<file path="config.mk">
export PLATFORM = sky130hd
export DESIGN_NAME = sliding_window_handle_fifo
export DESIGN_NICKNAME = d
export VERILOG_FILES = /design/src/hdl/swhf_pkg.sv /design/src/hdl/swhf_ram.sv /design/src/hdl/swhf_out_reg.sv /design/src/hdl/sliding_window_handle_fifo.sv
export SDC_FILE = /design/constraint.sdc
export NUM_CORES = 1
export LEC_CHECK = 0
export BUFFER_PORTS_ARGS = -buffer_cell sky130_fd_sc_hd__buf_2
export CAP_MARGIN = 0
export CORE_AREA = 2 2 267 269
export CTS_CLUSTER_DIAMETER = 60
export CTS_CLUSTER_SIZE = 40
export DETAILED_ROUTE_END_ITERATION = 10
export DIE_AREA = 0 0 269 271
export GPL_ROUTABILITY_DRIVEN = 0
export SLEW_MARGIN = 20
export SYNTH_ARGS = -nofsm -noshare
export SYNTH_HDL_FRONTEND = slang
export SYNTH_SLANG_ARGS = --single-unit
</file>
<file path="constraint.sdc">
create_clock -name clk -period 14.8 [get_ports clk]
set_clock_uncertainty 0.1 [all_clocks]
set_input_delay 0 -clock clk [delete_from_list [all_inputs] [get_ports clk]]
set_output_delay 0 -clock clk [all_outputs]
set_load 0.01 [all_outputs]
</file>
<file path="src/hdl/swhf_pkg.sv">
// ----------------------------------------------------------------------------
// swhf_pkg
// Shared types and constants for the sliding window handle FIFO.
// ----------------------------------------------------------------------------
package swhf_pkg;

    // Default window storage depth
    localparam int DEPTH_DEFAULT = 16;

    // Field widths
    localparam int HANDLE_W = 32;
    localparam int LIMIT_W  = 5;
    localparam int COUNT_W  = 5;

    // window_limit after reset
    localparam logic [LIMIT_W-1:0] LIMIT_RESET = 5'd16;

    // Operation codes
    typedef enum logic [1:0] {
        FUNC_INSERT = 2'd0,
        FUNC_UPDATE = 2'd1,
        FUNC_DELETE = 2'd2,
        FUNC_CLEAR  = 2'd3
    } func_t;

    // Result kinds
    localparam logic KIND_EVICT = 1'b0;
    localparam logic KIND_DONE  = 1'b1;

    // One result item
    typedef struct packed {
        logic                kind;
        logic [HANDLE_W-1:0] evicted_handle;
        logic [COUNT_W-1:0]  match_count;
        logic [COUNT_W-1:0]  occupancy;
        logic                last;
    } result_t;

endpackage

</file>
<file path="src/hdl/swhf_ram.sv">
// ----------------------------------------------------------------------------
// swhf_ram
// Window entry storage: one write port, one read port, registered read data.
// ----------------------------------------------------------------------------
module swhf_ram #(
    parameter int DEPTH = swhf_pkg::DEPTH_DEFAULT
) (
    input  logic                       clk,
    input  logic                       we,
    input  logic [$clog2(DEPTH)-1:0]   waddr,
    input  logic [31:0]                wdata,
    input  logic                       re,
    input  logic [$clog2(DEPTH)-1:0]   raddr,
    output logic [31:0]                rdata
);
    logic [31:0] mem [DEPTH];
    logic [31:0] rdata_reg;

    // Write port
    always_ff @(posedge clk)
    begin
        if (we)
        begin
            mem[waddr] <= wdata;
        end
    end

    // Read port, data holds until the next read
    always_ff @(posedge clk)
    begin
        if (re)
        begin
            rdata_reg <= mem[raddr];
        end
    end

    assign rdata = rdata_reg;

endmodule

</file>
<file path="src/hdl/swhf_out_reg.sv">
// ----------------------------------------------------------------------------
// swhf_out_reg
// Result output register: holds one result item until the sink takes it.
// ----------------------------------------------------------------------------
module swhf_out_reg (
    input  logic              clk,
    input  logic              rst_n,
    input  logic              load,
    input  swhf_pkg::result_t result,
    output logic              free,
    output logic              m_axis_tvalid,
    input  logic              m_axis_tready,
    output logic [47:0]       m_axis_tdata,
    output logic [0:0]        m_axis_tuser,
    output logic              m_axis_tlast
);
    import swhf_pkg::*;

    logic    valid_reg;
    logic    valid_next;
    result_t data_reg;

    // Register can take a new item when empty or being drained
    assign free = !valid_reg || m_axis_tready;

    always_comb
    begin
        valid_next = valid_reg;
        if (load)
        begin
            valid_next = 1'b1;
        end
        else if (m_axis_tready)
        begin
            valid_next = 1'b0;
        end
    end

    always_ff @(posedge clk or negedge rst_n)
    begin
        if (!rst_n)
        begin
            valid_reg <= 1'b0;
        end
        else
        begin
            valid_reg <= valid_next;
        end
    end

    // Payload
    always_ff @(posedge clk)
    begin
        if (load)
        begin
            data_reg <= result;
        end
    end

    assign m_axis_tvalid = valid_reg;
    assign m_axis_tdata  = {6'd0, data_reg.occupancy, data_reg.match_count,
                            data_reg.evicted_handle};
    assign m_axis_tuser  = data_reg.kind;
    assign m_axis_tlast  = data_reg.last;

endmodule

</file>
<file path="src/hdl/sliding_window_handle_fifo.sv">
// ----------------------------------------------------------------------------
// sliding_window_handle_fifo
// Ordered window of 32-bit handles kept as a circular buffer in one RAM.
// ----------------------------------------------------------------------------
//  Channel  | Direction | Payload
//  s_axis   | in        | tuser: func; tdata: handle, new_handle
//  m_axis   | out       | tuser: kind; tdata: evicted_handle, match_count,
//           |           | occupancy; tlast: last
//  cfg      | in        | cfg_wdata: window_limit, written when cfg_we
//
//  Insert: evicts the front handle (RAM read of the front) while full, then appends.
//  Update and delete: one RAM read per stored entry.
//  Clear: empties the window.
//  Reset empties the window at once; RAM contents are not cleared.
//  A result held in the output register while the sink is not ready stalls
//  the sequencer when it has the next result to load.
// ----------------------------------------------------------------------------
module sliding_window_handle_fifo #(
    parameter int WINDOW_DEPTH = swhf_pkg::DEPTH_DEFAULT
) (
    input  logic        clk,
    input  logic        rst_n,
    // Input items
    input  logic        s_axis_tvalid,
    output logic        s_axis_tready,
    input  logic [63:0] s_axis_tdata,   // handle[31:0], new_handle[63:32]
    input  logic [1:0]  s_axis_tuser,   // func[1:0]
    // Result items
    output logic        m_axis_tvalid,
    input  logic        m_axis_tready,
    output logic [47:0] m_axis_tdata,   // evicted_handle[31:0],
                                        // match_count[36:32], occupancy[41:37]
    output logic [0:0]  m_axis_tuser,   // kind[0]
    output logic        m_axis_tlast,
    // Configuration
    input  logic        cfg_we,
    input  logic [4:0]  cfg_wdata       // window_limit
);
    import swhf_pkg::*;

    localparam int AW = $clog2(WINDOW_DEPTH);
    localparam int CW = $clog2(WINDOW_DEPTH + 1);

    typedef enum logic [4:0] {
        ST_IDLE   = 5'b00001,
        ST_EV_RD  = 5'b00010,
        ST_EV_OUT = 5'b00100,
        ST_WALK   = 5'b01000,
        ST_FIN    = 5'b10000
    } state_t;

    state_t               state_reg, state_next;
    logic [LIMIT_W-1:0]   limit_reg;
    logic [AW-1:0]        head_reg, head_next;
    logic [CW-1:0]        count_reg, count_next;
    logic [CW-1:0]        rd_idx_reg, rd_idx_next;
    logic [CW-1:0]        proc_idx_reg, proc_idx_next;
    logic                 proc_valid_reg, proc_valid_next;
    logic [CW-1:0]        kept_reg, kept_next;
    logic [CW-1:0]        match_reg, match_next;
    func_t                func_reg;
    logic [HANDLE_W-1:0]  key_reg;
    logic [HANDLE_W-1:0]  repl_reg;

    logic                 ram_we;
    logic [AW-1:0]        ram_waddr;
    logic [31:0]          ram_wdata;
    logic                 ram_re;
    logic [AW-1:0]        ram_raddr;
    logic [31:0]          ram_rdata;

    logic                 out_load;
    logic                 out_free;
    result_t              out_result;
    logic [CW-1:0]        lim_eff;
    logic                 in_fire;
    logic [31:0]          count_dec32;
    logic [31:0]          count32;
    logic [31:0]          match32;

    // Circular address of offset off from base
    function automatic logic [AW-1:0] wrap_addr(input logic [AW-1:0] base,
                                                input logic [CW-1:0] off);
        logic [CW:0] s;
        s = (CW+1)'(base) + (CW+1)'(off);
        if (s >= (CW+1)'(WINDOW_DEPTH))
        begin
            s = s - (CW+1)'(WINDOW_DEPTH);
        end
        return s[AW-1:0];
    endfunction

    // Effective window limit, clamped to 1..depth
    always_comb
    begin
        if (limit_reg == '0)
        begin
            lim_eff = CW'(1);
        end
        else if (int'(limit_reg) > WINDOW_DEPTH)
        begin
            lim_eff = CW'(WINDOW_DEPTH);
        end
        else
        begin
            lim_eff = CW'(limit_reg);
        end
    end

    assign s_axis_tready = (state_reg == ST_IDLE);
    assign in_fire       = s_axis_tvalid && s_axis_tready;
    assign count_dec32   = 32'(count_reg) - 32'd1;
    assign count32       = 32'(count_reg);
    assign match32       = 32'(match_reg);

    // Sequencer
    always_comb
    begin
        state_next      = state_reg;
        head_next       = head_reg;
        count_next      = count_reg;
        rd_idx_next     = rd_idx_reg;
        proc_idx_next   = proc_idx_reg;
        proc_valid_next = 1'b0;
        kept_next       = kept_reg;
        match_next      = match_reg;
        ram_we          = 1'b0;
        ram_waddr       = '0;
        ram_wdata       = '0;
        ram_re          = 1'b0;
        ram_raddr       = '0;
        out_load        = 1'b0;
        out_result      = '0;

        case (state_reg)
            ST_IDLE:
            begin
                if (in_fire)
                begin
                    match_next  = '0;
                    rd_idx_next = '0;
                    kept_next   = '0;
                    case (func_t'(s_axis_tuser))
                        FUNC_INSERT: state_next = ST_EV_RD;
                        FUNC_UPDATE: state_next = ST_WALK;
                        FUNC_DELETE: state_next = ST_WALK;
                        default:
                        begin
                            count_next = '0;
                            state_next = ST_FIN;
                        end
                    endcase
                end
            end

            // Evict the front while full, otherwise append at the back
            ST_EV_RD:
            begin
                if (count_reg >= lim_eff)
                begin
                    ram_re     = 1'b1;
                    ram_raddr  = head_reg;
                    state_next = ST_EV_OUT;
                end
                else
                begin
                    ram_we     = 1'b1;
                    ram_waddr  = wrap_addr(head_reg, count_reg);
                    ram_wdata  = key_reg;
                    count_next = count_reg + CW'(1);
                    state_next = ST_FIN;
                end
            end

            ST_EV_OUT:
            begin
                if (out_free)
                begin
                    out_load                  = 1'b1;
                    out_result.kind           = KIND_EVICT;
                    out_result.evicted_handle = ram_rdata;
                    out_result.occupancy      = count_dec32[COUNT_W-1:0];
                    out_result.last           = 1'b0;
                    head_next                 = wrap_addr(head_reg, CW'(1));
                    count_next                = count_reg - CW'(1);
                    state_next                = ST_EV_RD;
                end
            end

            // Read one entry per cycle, process it the cycle after
            ST_WALK:
            begin
                if (rd_idx_reg < count_reg)
                begin
                    ram_re          = 1'b1;
                    ram_raddr       = wrap_addr(head_reg, rd_idx_reg);
                    rd_idx_next     = rd_idx_reg + CW'(1);
                    proc_idx_next   = rd_idx_reg;
                    proc_valid_next = 1'b1;
                end
                if (proc_valid_reg)
                begin
                    if (ram_rdata == key_reg)
                    begin
                        match_next = match_reg + CW'(1);
                        if (func_reg == FUNC_UPDATE)
                        begin
                            ram_we    = 1'b1;
                            ram_waddr = wrap_addr(head_reg, proc_idx_reg);
                            ram_wdata = repl_reg;
                        end
                    end
                    else if (func_reg == FUNC_DELETE)
                    begin
                        ram_we    = 1'b1;
                        ram_waddr = wrap_addr(head_reg, kept_reg);
                        ram_wdata = ram_rdata;
                        kept_next = kept_reg + CW'(1);
                    end
                end
                else if (rd_idx_reg == count_reg)
                begin
                    if (func_reg == FUNC_DELETE)
                    begin
                        count_next = kept_reg;
                    end
                    state_next = ST_FIN;
                end
            end

            ST_FIN:
            begin
                if (out_free)
                begin
                    out_load               = 1'b1;
                    out_result.kind        = KIND_DONE;
                    out_result.match_count = match32[COUNT_W-1:0];
                    out_result.occupancy   = count32[COUNT_W-1:0];
                    out_result.last        = 1'b1;
                    state_next             = ST_IDLE;
                end
            end

            default:
            begin
                state_next = ST_IDLE;
            end
        endcase
    end

    // Control state
    always_ff @(posedge clk or negedge rst_n)
    begin
        if (!rst_n)
        begin
            state_reg      <= ST_IDLE;
            limit_reg      <= LIMIT_RESET;
            head_reg       <= '0;
            count_reg      <= '0;
            rd_idx_reg     <= '0;
            proc_idx_reg   <= '0;
            proc_valid_reg <= 1'b0;
            kept_reg       <= '0;
            match_reg      <= '0;
        end
        else
        begin
            state_reg      <= state_next;
            head_reg       <= head_next;
            count_reg      <= count_next;
            rd_idx_reg     <= rd_idx_next;
            proc_idx_reg   <= proc_idx_next;
            proc_valid_reg <= proc_valid_next;
            kept_reg       <= kept_next;
            match_reg      <= match_next;
            if (cfg_we)
            begin
                limit_reg <= cfg_wdata;
            end
        end
    end

    // Captured item
    always_ff @(posedge clk)
    begin
        if (in_fire)
        begin
            func_reg <= func_t'(s_axis_tuser);
            key_reg  <= s_axis_tdata[31:0];
            repl_reg <= s_axis_tdata[63:32];
        end
    end

    swhf_ram #(
        .DEPTH (WINDOW_DEPTH)
    ) u_ram (
        .clk   (clk),
        .we    (ram_we),
        .waddr (ram_waddr),
        .wdata (ram_wdata),
        .re    (ram_re),
        .raddr (ram_raddr),
        .rdata (ram_rdata)
    );

    swhf_out_reg u_out (
        .clk           (clk),
        .rst_n         (rst_n),
        .load          (out_load),
        .result        (out_result),
        .free          (out_free),
        .m_axis_tvalid (m_axis_tvalid),
        .m_axis_tready (m_axis_tready),
        .m_axis_tdata  (m_axis_tdata),
        .m_axis_tuser  (m_axis_tuser),
        .m_axis_tlast  (m_axis_tlast)
    );

endmodule

</file>
Word level (Yosys, flattened, before mapping). Memory sizes are Yosys's and may differ from the RTL's. A register that Yosys moved wholly into a read port is not among the register bits. Cells that the tools add are included.

Register bits: 151. Bits in latches: 0. Bits in writable memories: 512. ROM bits: 0. Bits of input ports: 76. Output and inout port bits: 52. Word-level logic and storage cells: 153. Memories: 1.

Memory list: u_ram.mem (words 16, bits a word 32, rd ports 1, clocked after Yosys merged registers in 1, write ports 1, line swhf_ram.sv:16) `logic [31:0] mem [DEPTH];`.

Add/subtract/negate cells: 16. Multipliers: 0. Divide/modulo/power cells: 0. $lt $le $gt $ge: 8. Equality and inequality tests: 23. Shift operators: 0. Muxes and demuxes: 68. Bitwise operators: 0. Reductions and logical operators: 19.

Operator list (number): $mux 32 (5); $mux 5 (22); $pmux 32 s2 (1); $mux 4 (12); $pmux 5 s2 (4); $eq 32x32->1 (1); $pmux 5 s5 (1); $add 4x5->6 (4); $ge 6x5->1 const B (4); $ne 2x2->1 const B (11); $add 5x1->5 const B (4); $pmux 5 s4 (1); $sub 4x1->4 const B (5); $pmux 4 s2 (2); $mux 1 (14); $mux 6 (2); $pmux 6 s2 (1); $reduce_and 5->1 (2); $sub 5x1->5 const B (2); $reduce_and 8->1 (1); $pmux 1 s2 (3); $reduce_and 2->1 (3); $add 4x1->5 const B (1); $eq 5x1->1 const B (1); other kinds (23) (27).

Logic depth before layout (Yosys ltp). Gate-level depths: netlist of run 1.

Word-level depth: 8. Depth in mapped cells: 14. Gate-level depth less buffers: 11.

By module. A second synthesis of run 1 with hierarchy kept.

Cells, all modules: 1531. Area total of the unflattened synthesis: 27955.6 µm².

Modules (own cells, without submodules): swhf_ram (times used 1, cells an instance 838, area an instance 20174.3 µm², sequential area each 16335.7 µm²); sliding_window_handle_fifo (times used 1, cells an instance 639, area an instance 6363.6 µm², sequential area each 2960.3 µm²); swhf_out_reg (times used 1, cells an instance 54, area an instance 1417.6 µm², sequential area each 1346.3 µm²).

Worst setup path before layout of run 1. Ideal clock, no wire load.

Kind: register to register. Start point: register head_reg[1]. End point: memory u_ram.mem[0][0] (enable). Setup time: 501 ps. Arrival time: 5234 ps. Data required time: 14199 ps. Path slack: 8965 ps. Cell stages (with the launch flop): 9. Buffers on the path: 2. Clock period less this slack: 5835 ps. Cell sequence: dfrtp_1 -> clkbuf_1 -> inv_1 -> fa_1 -> a21boi_0 -> a221oi_2 -> or2_1 -> clkbuf_1 -> nor4_1.

Word-level cells in the longest chain between the ends: 7. Elaborated cells on any way between the ends: 18. Classes of those cells: add/sub (6); order compare (3); mux (9).

RTL lines: start: declaration (line sliding_window_handle_fifo.sv:54) `logic [AW-1:0] head_reg, head_next;`; start signal: assignment (line sliding_window_handle_fifo.sv:269) `head_reg <= head_next;`; $add 4x5->6 (line sliding_window_handle_fifo.sv:85) `s = (CW+1)'(base) + (CW+1)'(off);`; $ge 6x5->1 / $sub 4x1->4 (equally long branches) (line sliding_window_handle_fifo.sv:86, sliding_window_handle_fifo.sv:88); $mux 4 (line sliding_window_handle_fifo.sv:86) `if (s >= (CW+1)'(WINDOW_DEPTH))`; $mux 4, on equally long branches (line sliding_window_handle_fifo.sv:213, sliding_window_handle_fifo.sv:206); $mux 4 (line sliding_window_handle_fifo.sv:203) `if (ram_rdata == key_reg)`; $mux 4 (line sliding_window_handle_fifo.sv:201) `if (proc_valid_reg)`; $pmux 4 s2 * (line sliding_window_handle_fifo.sv:135) `case (state_reg)`; end: declaration (line swhf_ram.sv:16).

Mark *: on every way between the ends. The rest lies on a longest branch, timed or not.

Worst setup path after layout of run 1.
Start point: register u_ram.rdata_reg[0], in the netlist u_ram.rdata[0], read port of u_ram.mem. End point: memory u_ram.mem[10][9] (enable).

Word-level cells in the longest chain between the ends: 6. Elaborated cells on any way between the ends: 9. Classes of those cells: eq/ne (1); mux (8).

RTL lines: start: declaration (line swhf_ram.sv:17) `logic [31:0] rdata_reg;`; $eq 32x32->1 * (line sliding_window_handle_fifo.sv:203); $mux 1 (line sliding_window_handle_fifo.sv:203); $mux 1 (line sliding_window_handle_fifo.sv:201); $pmux 1 s2 (line sliding_window_handle_fifo.sv:135); $mux 1 (line swhf_ram.sv:22) `if (we)`; $mux 1 (implied by the code) (line swhf_ram.sv:24) `mem[waddr] <= wdata;`.

Marks and branches as above.

==> results.txt, run 1 <==
Synth top area share - 64.4%
Final setup TNS - 0 ps
Die Y - 271 um
H-tree Lvls - 2
Synth Warn # - 0
Core Area - 69800 um2
Clock Latency Late Sink - 620 ps
Min Tclk post-route - 5210 ps
Crit start category - flop
Register bank with the most flops - u_ram.mem
Area Overhead vs Synth - 15.8%
Max reg flops - 512
Relative slew slack - 29.9%
Port Buffer Count - 121
Worst EP required - 14950 ps
Final Cell Area - 35300 um2
Hold path endpoint - key_reg[13]
Cts bufs inserted - 44
Max Cap Viol - 0
Post-Synthesis Cell Area - 30500 um2
Mapped Avg Cell Area - 13.9 um2
Drt pass-1 iters - 5
Min-Delay Startpoint - s_axis_tdata[13]
R2r setup slk - 9590 ps
Yosys cell types - 76
Routed via count - 20300
R2r startpoint - u_ram.rdata[0]
Post-synth EDFFs - 654
Setup violations, final - 0
Vias/cell - 6.02
CTS tree - yes
Initial DRC count - 2441
Max Fanout on Critical Path - 18
Worst setup path class - flop to flop
Slew @ Worst Pin - 1050 ps
Vias in the first global route - 20100
# clock sinks - 694
Max-slew violation count - 0
WP data arrival - 5360 ps
Initial antenna violation count - 4
Hold Slack - 28.1 ps
Wire per inst - 26.3 um
Cell count after synthesis - 2188
Biggest area consumer among synthesized cells - edfxtp_1
IO Pins - 128
Worst-path clk slew - 100 ps
Post-synthesis sequential area ratio - 67.7%
PostCTS Resize Cnt - 0
Nature of the critical path endpoint - flop
Reg-to-Reg End - u_ram.mem[10][9]
Setup Fix Bufs, Post-CTS - 0
Max Freq - 0.192 GHz
Hold Path Stages - 2
VDD IR max - 0.0951 mV
Chip Width - 269 um
Fill count - 5851
Detailed placer's ending HPWL - 49.6 mm
Die area - 72900 um2
DRC Markers - 0
FFs w/ async S/R, synth - 5.76%
Final Hold Fails - 0
R2r worst-path depth - 8
Detail Route Antenna Nets - 0
Layout cells sized above 1 - 16.8%
Starting density of the core - 43.7%
Ys flop type - edfxtp_1
Hold-fix buffers, CTS - 133
GRT overflow - 0
Static leakage - 0.0125 uW
Seq cells post-synth - 694
Status - completed
Nets@finish - 2510
Period utilization - 35.2%
Pwr per Cell Area - 119 nW/um2
Largest net degree at the start of global routing - 102
Hold Crit Class - input port to flop
Drt total wl - 88.9 mm
Area contributors post-synth - edfxtp_1, o211ai_1, dfrtp_1
Gr usage total - 24.2%
# rows - 97
Clk buf depth - 3
Root Buffer - clkbuf_16
RSZ-0062 raised after global routing - false
First-pass GRT wire length - 132 mm
N_diodes - 0
Cell Area, Placed - 32300 um2
## cell usage in the layout, fill, tap and decap left out, types with 38 or more instances in the layout
cell	instances
mux2i_1	39
o211ai_1	394
mux2_2	65
dfrtp_1	38
buf_2	121
inv_1	151
edfxtp_1	654
clkbuf_16	45
xor2_1	41
and3_1	99
dlygate4sd3_1	132
nand4_1	43
buf_4	80
o21ai_0	43
nand2_1	133
## cell families (layout without fill, tap and decap cells)
family,after synthesis,after routing,synth area share [%]
simple gates,405,405,7.01
mux,104,104,3.68
flops,694,694,67.7
fa+ha+maj,34,34,1.49
compound gates,560,560,13.9
other cells,1,6,0.0123
buf+inv,329,570,4.47
xor+xnor,61,61,1.75
## layer usage
layer	routed length [um]	share of wire [%]	global-route usage (%)
met1	37700	42	34.7
met2	41000	46	38.1
met3	7850	8.8	4.18
met4	2360	2.7	6.80
met5	0	0	0
## cell type report
cell class              count  area (um2)  area share [%]
inverters                 153         574            1.63
repair buffers            337        2610            7.38
clock inverters            34         485            1.38
multi-input cells        1170        8680            24.6
clock buffers              46        1130            3.20
well taps                 940        1180            3.33
flip-flops and latches    694       20600            58.5
## worst max path at each step
stage,slack (ps),endpoint,startpoint
final,9590,u_ram.mem[10][9],u_ram.rdata[0]
after global routing,9360,u_ram.mem[10][9],u_ram.rdata[0]
after CTS,9660,u_ram.mem[10][9],u_ram.rdata[0]
after detailed placement,9670,u_ram.mem[10][15],u_ram.rdata[0]
after global placement,9700,u_ram.rdata[27],count_reg[0]
after floorplan,8970,u_ram.mem[0][0],head_reg[1]
## metrics by stage
stage	cells	total power [uW]	util [%]	setup WS, ps
2_1_floorplan	2193	2590	-	8970
3_3_place_gp	3160	2780	46.3	9700
3_5_place_dp	3161	2780	46.3	9670
4_1_cts	3374	4210	50.6	9660
5_1_grt	3374	4320	50.6	9360
6_report	3374	4190	50.6	9590
## power by group
| part | internal, uW | switching, uW |
|---|---|---|
| Sequential | 2250 | 53.9 |
| Clock | 638 | 775 |
| Combinational | 133 | 343 |
## critical path, stage by stage (launching register included)
cell,delay [ps]
edfxtp_1,510
xor2_1,200
nor4_1,590
nand4_1,500
o21ai_1,790
a22oi_2,300
nor2_1,800
and3_2,600
buf_4,430
## synth_stat cells, types with 6 or more instances
library cell / count
edfxtp_1: 654
o211ai_1: 394
inv_1: 152
nand2_1: 133
clkbuf_1: 122
and3_1: 101
mux2_2: 65
o21ai_0: 52
nand4_1: 43
xor2_1: 41
mux2i_1: 39
dfrtp_1: 38
nor2_1: 38
a32oi_1: 36
buf_2: 33
ha_1: 30
nand3_1: 21
xnor2_1: 20
a21oi_1: 14
nor4_1: 14
nor3_1: 12
and2_1: 10
o211ai_2: 10
buf_4: 8
buf_1: 6
buf_6: 6
No activity file was read; power rests on OpenSTA's default activity.
==> run 2: changes to the inputs <==
==> constraint.sdc (replaced) <==
create_clock -name clk -period 4.9 [get_ports clk]
set_clock_uncertainty 0.1 [all_clocks]
set_input_delay 0 -clock clk [delete_from_list [all_inputs] [get_ports clk]]
set_output_delay 0 -clock clk [all_outputs]
set_load 0.01 [all_outputs]
==> results.txt, run 2 (synthesized netlist as in run 1, its figures left out) <==
Status - completed
Port Buffer Count - 121 (unchanged)
Fill count - 5843 (-0.14%)
Vias/cell - 5.92 (-1.7%)
Sequential cell area - 20600 um2 (unchanged)
Layout cells sized above 1 - 17.4% (+0.65 points)
Cts bufs inserted - 43 (-2.3%)
Starting density of the core - 43.7% (unchanged)
Initial DRC count - 2375 (-2.7%)
Die area - 72900 um2 (unchanged)
CTS tree - yes
Max Freq - 0.231 GHz (+20%)
Vias in the first global route - 19800 (-1.4%)
Max-slew violation count - 0 (unchanged)
RSZ-0062 raised after global routing - false
Max Cap Viol - 0 (unchanged)
GRT overflow - 0 (unchanged)
Most frequent cells in the layout - edfxtp_1, o211ai_1, inv_1
Layout Utilization - 51.0% (+0.46 points)
Worst setup path class - flop to flop
N_diodes - 0 (unchanged)
IO Pins - 128 (unchanged)
Gr usage total - 23.1% (-1.1 points)
Die Y - 271 um (unchanged)
Nature of the critical path endpoint - flop
Drt pass-1 iters - 5 (unchanged)
PostCTS Resize Cnt - 0 (unchanged)
R2r setup slk - 570 ps (-9020 ps)
Pwr per Cell Area - 357 nW/um2 (+200%)
H-tree Lvls - 2 (unchanged)
Chip Width - 269 um (unchanged)
First-pass GRT wire length - 127 mm (-3.8%)
Min Tclk post-route - 4330 ps (-882 ps)
Nets@finish - 2521 (+0.44%)
Final setup TNS - 0 ps (unchanged)
DRC Markers - 0 (unchanged)
# rows - 97 (unchanged)
Crit start category - flop
PnR worst setup slack - 570 ps (-9020 ps)
WP data arrival - 4520 ps (-840 ps)
# clock sinks - 694 (unchanged)
Commonest non-fill, non-tap cell in the layout - edfxtp_1
Initial antenna violation count - 4 (unchanged)
Root Buffer - clkbuf_16
Multi-input gate area - 8700 um2 (+0.25%)
Wire per inst - 25.2 um (-4.4%)
Core Area - 69800 um2 (unchanged)
Area Overhead vs Synth - 16.8%
Detailed placer's ending HPWL - 50.4 mm (+1.6%)
Register bank with the most flops - u_ram.mem
VDD IR max - 0.282 mV (+200%)
Clock Latency Late Sink - 640 ps (+20 ps)
Clk buf depth - 3 (unchanged)
Relative slew slack - 24.4% (-5.6 points)
Worst EP required - 5090 ps (-9860 ps)
Static leakage - 0.0127 uW (+1.1%)
Detail Route Antenna Nets - 0 (unchanged)
Final Hold Fails - 0 (unchanged)
Largest net degree at the start of global routing - 84 (-18%)
Setup violations, final - 0 (unchanged)
Max reg flops - 512 (unchanged)
Setup Fix Bufs, Post-CTS - 0 (unchanged)
Routed via count - 20000 (-1.4%)
Worst-path clk slew - 100 ps (about the same)
Drt total wl - 85.3 mm (-4.0%)
Hold Crit Class - input port to flop
Hold-fix buffers, CTS - 130 (-2.3%)
Period utilization - 88.4% (+53 points)
Slew @ Worst Pin - 1130 ps (+83.4 ps)
Max Fanout on Critical Path - 37 (+19)
Post-Place Setup Slack - 677 ps (-8990 ps)
run 2: final cells by class:
type | count | share of cell area (%)
inverter | 153 | 1.61
clock inverter | 34 | 1.58
sequential | 694 | 58.0
tap | 940 | 3.30
multi-input combinational | 1170 | 24.4
clock buffer | 46 | 3.17
timing repair buffer | 349 | 7.94
run 2: critical path: stages (launching register included):
cell and delay (ps):
dfrtp_1 560, inv_1 170, ha_1 330, o211a_1 190, o31a_1 270, or3_4 200
buf_4 460, o21a_2 640, buf_4 430, o211ai_1 120, o211ai_1 150, o211ai_1 310
run 2: routing by layer:
layer | wire length [um] | part of all wire, % | track usage, %
met5 | 17 | 0.020 | 0
met4 | 1770 | 2.1 | 5.72
met3 | 6690 | 7.8 | 4.43
met2 | 39400 | 46 | 36.6
met1 | 37400 | 44 | 32.9
run 2: power breakdown:
group	switching (uW)	internal [uW]	leakage, uW
clock network	2360	1990	0.000800
logic	1000	411	0.00478
registers	172	6790	0.00710
run 2: path summary, 6_finish.rpt:
| kind | from | end | cells after the start |
|---|---|---|---|
| max in group asynchronous | rst_n | head_reg[2] | 4 |
| setup reg to reg | count_reg[2] | u_ram.rdata[23] | 11 |
| hold reg to reg | proc_idx_reg[0] | proc_idx_reg[0] | 2 |
| min in group asynchronous | rst_n | limit_reg[4] | 3 |
| hold / removal | s_axis_tdata[46] | repl_reg[14] | 2 |
| setup / recovery | count_reg[2] | u_ram.rdata[23] | 11 |
run 2: per-stage QoR:
| stage | instance area, um2 | hold slack, ps | power [uW] | cells |
|---|---|---|---|---|
| final | 35600 | 17.2 | 12700 | 3386 |
| after floorplan | 30500 | -396 | 7830 | 2193 |
| after global placement | 32600 | 77.5 | 8380 | 3176 |
| after global routing | 35600 | 6.80 | 13100 | 3386 |
| after detailed placement | 32600 | 78.1 | 8400 | 3176 |
| after CTS | 35600 | 0.0333 | 12800 | 3386 |
